<file path="config.mk">
export PLATFORM = sky130hd
export DESIGN_NAME = sequence_store_with_match_purge_flat
export DESIGN_NICKNAME = d
export VERILOG_FILES = /design/src/design/ssmp_pkg.sv /design/src/design/ssmp_if.sv /design/src/design/sequence_store_with_match_purge.sv /design/src/design/ssmp_dp.sv /design/src/design/ssmp_ctrl.sv /design/src/flat_wrapper.sv
export SDC_FILE = /design/constraint.sdc
export NUM_CORES = 2
export LEC_CHECK = 0
export ABC_CLOCK_PERIOD_IN_PS = 7400
export BUFFER_PORTS_ARGS = -buffer_cell sky130_fd_sc_hd__clkbuf_2
export CAP_MARGIN = 20
export CORE_ASPECT_RATIO = 2
export CORE_MARGIN = 2
export CORE_UTILIZATION = 55
export CTS_CLUSTER_SIZE = 30
export DETAILED_ROUTE_END_ITERATION = 12
export HOLD_SLACK_MARGIN = 0.1
export PLACE_DENSITY = 0.71
export SLEW_MARGIN = 20
export SYNTH_ARGS = -nofsm -noshare
export SYNTH_HDL_FRONTEND = slang
export SYNTH_HIERARCHICAL = 1
export SYNTH_SLANG_ARGS = --single-unit
</file>
<file path="constraint.sdc">
create_clock -name i_clk -period 7.4 [get_ports i_clk]
set_input_delay 1.11 -clock i_clk [delete_from_list [all_inputs] [get_ports i_clk]]
set_output_delay 1.11 -clock i_clk [all_outputs]
set_load 0.02 [all_outputs]
</file>
<file path="src/design/ssmp_pkg.sv">
// Shared constants, codes and controller/datapath types of the sequence store.
package ssmp_pkg;

    localparam int CAPACITY = 64;
    localparam int IDX_W    = (CAPACITY > 1) ? $clog2(CAPACITY) : 1;
    localparam int CNT_W    = 7;
    localparam int DATA_W   = 32;
    localparam int ACT_W    = 3;
    localparam int STAT_W   = 2;

    localparam logic [ACT_W-1:0] ACT_APPEND = 3'd0;
    localparam logic [ACT_W-1:0] ACT_REMOVE = 3'd1;
    localparam logic [ACT_W-1:0] ACT_PURGE  = 3'd2;
    localparam logic [ACT_W-1:0] ACT_CLEAR  = 3'd3;
    localparam logic [ACT_W-1:0] ACT_DUMP   = 3'd4;

    localparam logic [STAT_W-1:0] ST_OK    = 2'd0;
    localparam logic [STAT_W-1:0] ST_EMPTY = 2'd1;
    localparam logic [STAT_W-1:0] ST_FULL  = 2'd2;

    typedef logic signed [DATA_W-1:0] t_data;

    typedef struct packed {
        logic              take_item;
        logic              app_write;
        logic              rd_tail;
        logic              rd_first;
        logic              rd_next;
        logic              purge_step;
        logic              clear;
        logic              emit;
        logic              emit_rdata;
        logic [STAT_W-1:0] emit_status;
        logic              emit_last;
    } t_cmd;

    typedef struct packed {
        logic [ACT_W-1:0] action;
        logic             full;
        logic             empty;
        logic             at_end;
        logic             out_free;
    } t_stat;

endpackage

</file>
<file path="src/design/ssmp_if.sv">
// Valid/ready channel interfaces for the input items and the result items.
interface ssmp_in_if;
    import ssmp_pkg::*;

    logic             valid;
    logic             ready;
    logic [ACT_W-1:0] action;
    t_data            value;

    modport source (output valid, action, value, input ready);
    modport sink   (input valid, action, value, output ready);
endinterface

interface ssmp_out_if;
    import ssmp_pkg::*;

    logic              valid;
    logic              ready;
    t_data             data;
    logic [STAT_W-1:0] status;
    logic [CNT_W-1:0]  count;
    logic              is_empty;
    logic              last;

    modport source (output valid, data, status, count, is_empty, last, input ready);
    modport sink   (input valid, data, status, count, is_empty, last, output ready);
endinterface

</file>
<file path="src/design/sequence_store_with_match_purge.sv">
// Sequence store: ordered list of signed 32-bit values with append, remove-last,
// purge-equal, clear and dump actions.
//
// One input item (action, value) is taken per transfer on i_in; results leave on
// o_out, each with data, status, count after the action, is_empty and last.
// Every action yields one result, except dump of a non-empty store, which
// yields one result per entry in order, last set on the final one.
// Items are worked one at a time; i_in is ready only in the idle state.
// Append, clear, empty cases and unknown actions load their result from the
// execute state; remove-last loads it from S_REM, since the entry memory has a
// registered read port. Purge walks the store at one entry per cycle through
// that port, then loads its result from S_DONE.
// Dump emits one entry per cycle while o_out is taken.
// A finished result sits in an output register, so i_in accepts the next item
// while that result waits; a stalled receiver holds the purge result or the
// dump walk without loss. Reset empties the store at once (the count returns
// to zero); memory contents need no clearing.
module sequence_store_with_match_purge (
    input  logic        i_clk,
    input  logic        i_rst_n,
    ssmp_in_if.sink     i_in,
    ssmp_out_if.source  o_out
);
    import ssmp_pkg::*;

    t_cmd  cmd;
    t_stat stat;

    ssmp_ctrl u_ctrl (
        .i_clk      (i_clk),
        .i_rst_n    (i_rst_n),
        .i_in_valid (i_in.valid),
        .i_stat     (stat),
        .o_in_ready (i_in.ready),
        .o_cmd      (cmd)
    );

    ssmp_dp u_dp (
        .i_clk       (i_clk),
        .i_rst_n     (i_rst_n),
        .i_cmd       (cmd),
        .i_action    (i_in.action),
        .i_value     (i_in.value),
        .i_out_ready (o_out.ready),
        .o_stat      (stat),
        .o_out_valid (o_out.valid),
        .o_data      (o_out.data),
        .o_status    (o_out.status),
        .o_count     (o_out.count),
        .o_is_empty  (o_out.is_empty),
        .o_last      (o_out.last)
    );

endmodule

</file>
<file path="src/design/ssmp_dp.sv">
// Datapath: entry memory, fill count, walk indexes and the result register.
module ssmp_dp (
    input  logic                          i_clk,
    input  logic                          i_rst_n,
    input  ssmp_pkg::t_cmd                i_cmd,
    input  logic [ssmp_pkg::ACT_W-1:0]    i_action,
    input  ssmp_pkg::t_data               i_value,
    input  logic                          i_out_ready,
    output ssmp_pkg::t_stat               o_stat,
    output logic                          o_out_valid,
    output ssmp_pkg::t_data               o_data,
    output logic [ssmp_pkg::STAT_W-1:0]   o_status,
    output logic [ssmp_pkg::CNT_W-1:0]    o_count,
    output logic                          o_is_empty,
    output logic                          o_last
);
    import ssmp_pkg::*;

    logic [ACT_W-1:0]  r_action;
    t_data             r_value;
    logic [CNT_W-1:0]  r_fill;
    logic [CNT_W-1:0]  n_fill;
    logic [IDX_W-1:0]  r_idx;
    logic [CNT_W-1:0]  r_kept;
    t_data             r_mem [CAPACITY];
    t_data             r_rdata;
    logic [IDX_W-1:0]  rd_addr;
    logic              rd_en;
    logic              keep;
    logic              at_end;
    logic              wr_en;
    logic [IDX_W-1:0]  wr_addr;
    t_data             wr_data;

    logic              r_out_valid;
    t_data             r_out_data;
    logic [STAT_W-1:0] r_out_status;
    logic [CNT_W-1:0]  r_out_count;
    logic              r_out_is_empty;
    logic              r_out_last;

    assign keep   = (r_rdata != r_value);
    assign at_end = ((CNT_W'(r_idx) + CNT_W'(1)) == r_fill);
    assign rd_en  = i_cmd.rd_tail | i_cmd.rd_first | i_cmd.rd_next;

    always_comb begin
        n_fill = r_fill;
        if (i_cmd.app_write) begin
            n_fill = r_fill + CNT_W'(1);
        end else if (i_cmd.rd_tail) begin
            n_fill = r_fill - CNT_W'(1);
        end else if (i_cmd.clear) begin
            n_fill = '0;
        end else if (i_cmd.purge_step && at_end) begin
            // The survivor count includes the entry compared in this cycle.
            n_fill = r_kept + CNT_W'(keep);
        end
    end

    always_comb begin
        if (i_cmd.rd_tail) begin
            rd_addr = IDX_W'(r_fill - CNT_W'(1));
        end else if (i_cmd.rd_first) begin
            rd_addr = '0;
        end else begin
            rd_addr = r_idx + IDX_W'(1);
        end
    end

    always_comb begin
        wr_en   = 1'b0;
        wr_addr = IDX_W'(r_fill);
        wr_data = r_value;
        if (i_cmd.app_write) begin
            wr_en = 1'b1;
        end else if (i_cmd.purge_step && keep) begin
            // Survivors slide down; the write slot never passes the read slot.
            wr_en   = 1'b1;
            wr_addr = IDX_W'(r_kept);
            wr_data = r_rdata;
        end
    end

    always_ff @(posedge i_clk) begin
        if (wr_en) begin
            r_mem[wr_addr] <= wr_data;
        end
        if (rd_en) begin
            r_rdata <= r_mem[rd_addr];
        end
    end

    always_ff @(posedge i_clk) begin
        if (i_cmd.take_item) begin
            r_action <= i_action;
            r_value  <= i_value;
        end
        if (i_cmd.rd_first) begin
            r_idx <= '0;
        end else if (i_cmd.rd_next) begin
            r_idx <= r_idx + IDX_W'(1);
        end
        if (i_cmd.rd_first) begin
            r_kept <= '0;
        end else if (i_cmd.purge_step && keep) begin
            r_kept <= r_kept + CNT_W'(1);
        end
    end

    always_ff @(posedge i_clk) begin
        if (!i_rst_n) begin
            r_fill <= '0;
        end else begin
            r_fill <= n_fill;
        end
    end

    always_ff @(posedge i_clk) begin
        if (!i_rst_n) begin
            r_out_valid <= 1'b0;
        end else if (i_cmd.emit) begin
            r_out_valid <= 1'b1;
        end else if (i_out_ready) begin
            r_out_valid <= 1'b0;
        end
    end

    always_ff @(posedge i_clk) begin
        if (i_cmd.emit) begin
            r_out_data     <= i_cmd.emit_rdata ? r_rdata : '0;
            r_out_status   <= i_cmd.emit_status;
            r_out_count    <= n_fill;
            r_out_is_empty <= (n_fill == '0);
            r_out_last     <= i_cmd.emit_last;
        end
    end

    assign o_stat.action   = r_action;
    assign o_stat.full     = (r_fill == CNT_W'(CAPACITY));
    assign o_stat.empty    = (r_fill == '0);
    assign o_stat.at_end   = at_end;
    assign o_stat.out_free = !r_out_valid || i_out_ready;

    assign o_out_valid = r_out_valid;
    assign o_data      = r_out_data;
    assign o_status    = r_out_status;
    assign o_count     = r_out_count;
    assign o_is_empty  = r_out_is_empty;
    assign o_last      = r_out_last;

`ifndef SYNTHESIS
    a_fill_bound: assert property (@(posedge i_clk) disable iff (!i_rst_n)
        r_fill <= CNT_W'(CAPACITY))
        else $error("fill count exceeds capacity");

    a_emit_room: assert property (@(posedge i_clk) disable iff (!i_rst_n)
        i_cmd.emit |-> (!r_out_valid || i_out_ready))
        else $error("result loaded over an untaken result");

    a_kept_behind: assert property (@(posedge i_clk) disable iff (!i_rst_n)
        i_cmd.purge_step |-> (r_kept <= CNT_W'(r_idx)))
        else $error("purge write slot ran ahead of read slot");

    a_append_room: assert property (@(posedge i_clk) disable iff (!i_rst_n)
        i_cmd.app_write |-> (r_fill < CNT_W'(CAPACITY)))
        else $error("append written into a full store");

    a_tail_nonempty: assert property (@(posedge i_clk) disable iff (!i_rst_n)
        i_cmd.rd_tail |=> (r_fill == $past(r_fill) - CNT_W'(1)))
        else $error("remove-last did not shrink the store by one");
`endif

endmodule

</file>
<file path="src/design/ssmp_ctrl.sv">
// Controller: sequences each action as commands to the datapath.
module ssmp_ctrl (
    input  logic            i_clk,
    input  logic            i_rst_n,
    input  logic            i_in_valid,
    input  ssmp_pkg::t_stat i_stat,
    output logic            o_in_ready,
    output ssmp_pkg::t_cmd  o_cmd
);
    import ssmp_pkg::*;

    localparam logic [2:0] S_IDLE  = 3'd0;
    localparam logic [2:0] S_EXEC  = 3'd1;
    localparam logic [2:0] S_REM   = 3'd2;
    localparam logic [2:0] S_PURGE = 3'd3;
    localparam logic [2:0] S_DONE  = 3'd4;
    localparam logic [2:0] S_DUMP  = 3'd5;

    logic [2:0] r_state;
    logic [2:0] n_state;

    always_comb begin
        n_state           = r_state;
        o_in_ready        = 1'b0;
        o_cmd             = '0;
        o_cmd.emit_status = ST_OK;
        o_cmd.emit_last   = 1'b1;
        case (r_state)
            S_IDLE: begin
                o_in_ready = 1'b1;
                if (i_in_valid) begin
                    o_cmd.take_item = 1'b1;
                    n_state         = S_EXEC;
                end
            end
            S_EXEC: begin
                if (i_stat.out_free) begin
                    n_state = S_IDLE;
                    case (i_stat.action)
                        ACT_APPEND: begin
                            o_cmd.emit = 1'b1;
                            if (i_stat.full) begin
                                o_cmd.emit_status = ST_FULL;
                            end else begin
                                o_cmd.app_write = 1'b1;
                            end
                        end
                        ACT_REMOVE, ACT_PURGE, ACT_DUMP: begin
                            if (i_stat.empty) begin
                                o_cmd.emit        = 1'b1;
                                o_cmd.emit_status = ST_EMPTY;
                            end else if (i_stat.action == ACT_REMOVE) begin
                                o_cmd.rd_tail = 1'b1;
                                n_state       = S_REM;
                            end else if (i_stat.action == ACT_PURGE) begin
                                o_cmd.rd_first = 1'b1;
                                n_state        = S_PURGE;
                            end else begin
                                o_cmd.rd_first = 1'b1;
                                n_state        = S_DUMP;
                            end
                        end
                        ACT_CLEAR: begin
                            o_cmd.emit = 1'b1;
                            if (i_stat.empty) begin
                                o_cmd.emit_status = ST_EMPTY;
                            end else begin
                                o_cmd.clear = 1'b1;
                            end
                        end
                        default: begin
                            o_cmd.emit = 1'b1;
                        end
                    endcase
                end
            end
            S_REM: begin
                if (i_stat.out_free) begin
                    o_cmd.emit       = 1'b1;
                    o_cmd.emit_rdata = 1'b1;
                    n_state          = S_IDLE;
                end
            end
            S_PURGE: begin
                // One entry compared per cycle while the next one is read.
                o_cmd.purge_step = 1'b1;
                if (i_stat.at_end) begin
                    n_state = S_DONE;
                end else begin
                    o_cmd.rd_next = 1'b1;
                end
            end
            S_DONE: begin
                if (i_stat.out_free) begin
                    o_cmd.emit = 1'b1;
                    n_state    = S_IDLE;
                end
            end
            S_DUMP: begin
                if (i_stat.out_free) begin
                    o_cmd.emit       = 1'b1;
                    o_cmd.emit_rdata = 1'b1;
                    o_cmd.emit_last  = i_stat.at_end;
                    if (i_stat.at_end) begin
                        n_state = S_IDLE;
                    end else begin
                        o_cmd.rd_next = 1'b1;
                    end
                end
            end
            default: begin
                n_state = S_IDLE;
            end
        endcase
    end

    always_ff @(posedge i_clk) begin
        if (!i_rst_n) begin
            r_state <= S_IDLE;
        end else begin
            r_state <= n_state;
        end
    end

endmodule

</file>
<file path="src/flat_wrapper.sv">
// flat-port wrapper written by rule: the top's interface ports become plain ports
module sequence_store_with_match_purge_flat import ssmp_pkg::*;
  (i_clk, i_rst_n, i_in_valid, i_in_action, i_in_value, i_in_ready, o_out_valid, o_out_data, o_out_status, o_out_count, o_out_is_empty, o_out_last, o_out_ready);
  ssmp_in_if i_in_i ();
  ssmp_out_if o_out_i ();
  input  logic i_clk;
  input  logic i_rst_n;
  input wire logic [$bits(i_in_i.valid)-1:0] i_in_valid;
  input wire logic [$bits(i_in_i.action)-1:0] i_in_action;
  input wire logic [$bits(i_in_i.value)-1:0] i_in_value;
  output wire logic [$bits(i_in_i.ready)-1:0] i_in_ready;
  output wire logic [$bits(o_out_i.valid)-1:0] o_out_valid;
  output wire logic [$bits(o_out_i.data)-1:0] o_out_data;
  output wire logic [$bits(o_out_i.status)-1:0] o_out_status;
  output wire logic [$bits(o_out_i.count)-1:0] o_out_count;
  output wire logic [$bits(o_out_i.is_empty)-1:0] o_out_is_empty;
  output wire logic [$bits(o_out_i.last)-1:0] o_out_last;
  input wire logic [$bits(o_out_i.ready)-1:0] o_out_ready;
  assign i_in_i.valid = i_in_valid;
  assign i_in_i.action = i_in_action;
  assign i_in_i.value = i_in_value;
  assign i_in_ready = i_in_i.ready;
  assign o_out_valid = o_out_i.valid;
  assign o_out_data = o_out_i.data;
  assign o_out_status = o_out_i.status;
  assign o_out_count = o_out_i.count;
  assign o_out_is_empty = o_out_i.is_empty;
  assign o_out_last = o_out_i.last;
  assign o_out_i.ready = o_out_ready;
  sequence_store_with_match_purge u_core (.i_clk(i_clk), .i_rst_n(i_rst_n), .i_in(i_in_i), .o_out(o_out_i));
endmodule
</file>
==> out/qor.yml <==
route:
  drtAntennaViolNets: 0
  initialDrtViolationCount: 6654
  wl_per_cell_um: 29.4
  dr.pass1.iters: 6
  wirelength_um: 248000
  vias_per_cell: 6.41
  dr_total_vias: 54100
  drc: 0
placement:
  place_inst: 8118
  place_hpwl_um: 145000
  gp_congestion: 0.882
  port_buffers: 83
global_routing:
  overflow: 0
  grt_usage_pct: 29.9
  grt.busiest_layer: "met2"
  grt_use_met1_pct: 35.9
  grt_pass1_vias: 52800
  antenna_found_initial: 13
  grt_max_degree: 160
  met3_usage_pct: 3.95
  grt_pass1_wl_um: 353000
  use_met2_pct: 52.2
timing:
  final-hold-violation-count: 0
  fin_skew_ns: 0.0460
  maxSlewViolCount: 0
  period_needed_ns: 6.38
  tightest_slew_ns: 1.15
  timing.setup.tns_ns: 0
  timing.slew.headroom_pct: 23.2
  finalSetupViolations: 0
  rsz0062_at_grt: "false"
  fin_crit_sh_pct: 86.1
  max_freq_ghz: 0.157
cts:
  cts.sinks: 2182
  cts_made_buffers: 178
  ctsResizeCount: 0
  clk_pin_slew_ns: 0.07
  clock_path_buffers: 4
  holdBufCountCts: 0
  worst_skew_pair.late_latency_ns: 0.83
  cts_max_level: 4
  cts_tree: "built"
  cts_setup_buffers: 0
  root_buffer: "clkbuf_16"
pwr:
  pwr-share-clk_pct: 29.1
  p_per_area_nw_per_um2: 336
  p_leak_nw: 34.5
  comb_power_share_pct: 28.2
  p_seq_share_pct: 42.7
  ir_drop_mv: 0.312
  p_sw_share_pct: 32.5
  internal_power_w: 0.0220
  switchingPower_w: 0.0106
synthesis:
  yosysSeqAreaShare_pct: 74.4
  yosysUniqueCellTypes: 75
  ys_ff_latch: 2182
  syn-cell-area_um2: 87700
  syn_inst: 6161
  synth_edf_count: 2158
  syn_nets: 6207
  syn_area_per_cell_um2: 14.2
  synth-main-ff-cell: "edfxtp_1"
  synth_warnings: 6
  async_reset_ff_share_pct: 0
floorplan:
  io_pins: 84
  row_count: 207
  die_height_um: 569
  start_util_pct: 55.2
  dieArea_um2: 163000
  core_um2: 159000
  die_w_um: 286
worst_setup_path:
  start_kind: "flip-flop"
  critical_path_arrival_ns: 6.93
  worst_setup_path_end_kind: "flip-flop"
  path_buf_inv: 5
  cp_top_family: "simple AND/OR/NAND/NOR gates"
  cp.required_ns: 7.95
  path_max_fanout: 42
  crit_type: "reg2reg"
  cp_cell_sequence: "inv_1 > ha_1 > nand2_1 > nor2_1 > nor4b_2 > nand3_1 > nor3_2 > buf_4 > nand2_1 > o21ai_4 > buf_16 > buf_12 > buf_12 > mux2i_1 > a211oi_1 > a31oi_1 > a21oi_1 > or4_1"
  crit_path_top_delay_cell: "nor3_2"
  max_stage_delay_ns: 0.67
layout:
  register_area_um2: 65300
  drive_gt1_share_pct: 10.3
  fin_nets: 6255
  multi_input_area_um2: 21100
  layout.cells.non_filler: 8433
  nFillCells: 11500
  area_growth_pct: 10.7
flow_run:
  cap_violations: 0
min_path:
  hold_class: "in2reg"
status:
  outcome: "completed"
[state kept, by name, summed over array words and instances, names as in the netlist, 6 cells and up]
signal               cells
u_core/u_dp/r_value     32
u_core/u_dp/o_data      32
u_core/u_dp/r_kept       7
u_core/u_dp/r_idx        6
u_core/u_dp/o_count      7
u_core/u_dp/r_mem     2048
u_core/u_dp/r_fill       7
u_core/u_dp/r_rdata     32
[layer usage]
| layer | up-vias | wire length, um |
|---|---|---|
| met5 | - | 51 |
| met2 | 3171 | 127000 |
| li1 | 23100 | - |
| met1 | 27100 | 84100 |
| met3 | 681 | 22200 |
| met4 | 8 | 14700 |
[synth_stat cells, types with 36 or more instances]
cell type | n | area share [%]
nor2_1 | 237 | 1.0
a31oi_1 | 133 | 0.95
nand3_1 | 261 | 1.5
mux2_2 | 36 | 0.46
and3_1 | 394 | 2.8
a21oi_1 | 136 | 0.78
buf_2 | 154 | 0.88
edfxtp_1 | 2158 | 74
nand2_1 | 1322 | 5.7
mux2i_1 | 397 | 4.5
clkbuf_1 | 193 | 0.83
a211oi_1 | 383 | 3.3
xnor2_1 | 53 | 0.53
and2_1 | 42 | 0.30
[through the flow]
stage / setup slack (ns) / hold slack (ns) / util [%] / power, W / cell area [um^2]
2_1_floorplan: 2.75 / 0.498 / - / 0.0204 / 87700
3_3_place_gp: 1.24 / 0.522 / 57.5 / 0.0230 / 91300
3_5_place_dp: 1.16 / 0.534 / 57.5 / 0.0232 / 91300
4_1_cts: 1.15 / 0.418 / 61.1 / 0.0325 / 97000
5_1_grt: 0.827 / 0.452 / 61.1 / 0.0336 / 97100
6_report: 1.02 / 0.462 / 61.1 / 0.0326 / 97100
[worst reg2reg max path, delay by kind of cell (launching register included)]
kind                       cells  cell delay, ns
AOI/OAI and AO/OA              4            1.38
adders and majority gates      1            0.28
DFF                            1            0.65
buffers and inverters          5            1.47
and+or+nand+nor                7            2.14
muxes                          1            0.21
[logic make-up after synthesis]
logic type | count (synthesis) | share of synthesized area (%)
AO/OA/AOI/OAI | 708 | 5.54
XOR/XNOR | 69 | 0.689
adder cells (fa/ha/maj) | 7 | 0.0999
buffers and inverters | 414 | 2.18
flip-flops | 2182 | 74.4
multiplexers | 433 | 4.99
AND/OR/NAND/NOR | 2348 | 12.0
[power groups by stage]
stage	registers, W	logic, W	clock network, W
floorplan	0.0142	0.00620	0
detailed placement	0.0142	0.00901	0
global placement	0.0142	0.00886	0
finish	0.0139	0.00918	0.00948
CTS	0.0139	0.00907	0.00955
global route	0.0139	0.00977	0.00995
[final cells by class]
class	instances	share of cell area, %
antenna	2	0.00516
clock buffer	212	4.83
clock inverter	100	1.04
inverter	10	0.0387
multi-input combinational	3565	21.8
sequential	2182	67.3
tap	2090	2.69
timing repair buffer	272	2.37
[layout by cell type, fill, tap and decap left out, types with 3 or more instances in the layout]
cell type / synthesis / routed
a211oi_1: 383 / 383
a21oi_1: 136 / 136
a31oi_1: 133 / 133
a41o_1: 3 / 3
and2_1: 42 / 41
and3_1: 394 / 394
buf_12: 0 / 35
buf_4: 21 / 152
bufinv_16: 0 / 20
clkbuf_1: 193 / 29
clkbuf_16: 0 / 183
clkbuf_2: 0 / 83
clkinv_1: 0 / 39
clkinv_2: 0 / 26
clkinvlp_4: 0 / 8
dfxtp_1: 24 / 24
edfxtp_1: 2158 / 2158
ha_1: 7 / 7
inv_1: 8 / 8
inv_6: 0 / 4
mux2_2: 36 / 23
mux2_4: 0 / 13
mux2i_1: 397 / 397
nand2_1: 1322 / 1321
nand2b_1: 11 / 9
nand3_1: 261 / 261
nand4_1: 14 / 14
nor2_1: 237 / 172
nor2_4: 1 / 66
nor3_1: 7 / 6
nor3b_1: 4 / 4
nor4_1: 4 / 4
o21ai_0: 9 / 7
o21ai_1: 6 / 7
o32a_1: 3 / 3
or4_1: 32 / 32
xnor2_1: 53 / 53
xor2_1: 16 / 16
[worst paths after layout]
kind | start | to | slack [ns] | cells past startpoint
min reg2reg | u_core/u_dp/r_kept[6] | u_core/u_dp/r_kept[6] | 0.54 | 2
min | i_in_action[1] | u_core/u_dp/r_action[1] | 0.46 | 1
max reg2reg | u_core/u_dp/r_fill[0] | u_core/u_dp/r_rdata[14] | 1.02 | 18
max | u_core/u_dp/r_fill[0] | u_core/u_dp/r_rdata[14] | 1.02 | 18
Power figures use the tool's default switching activity.
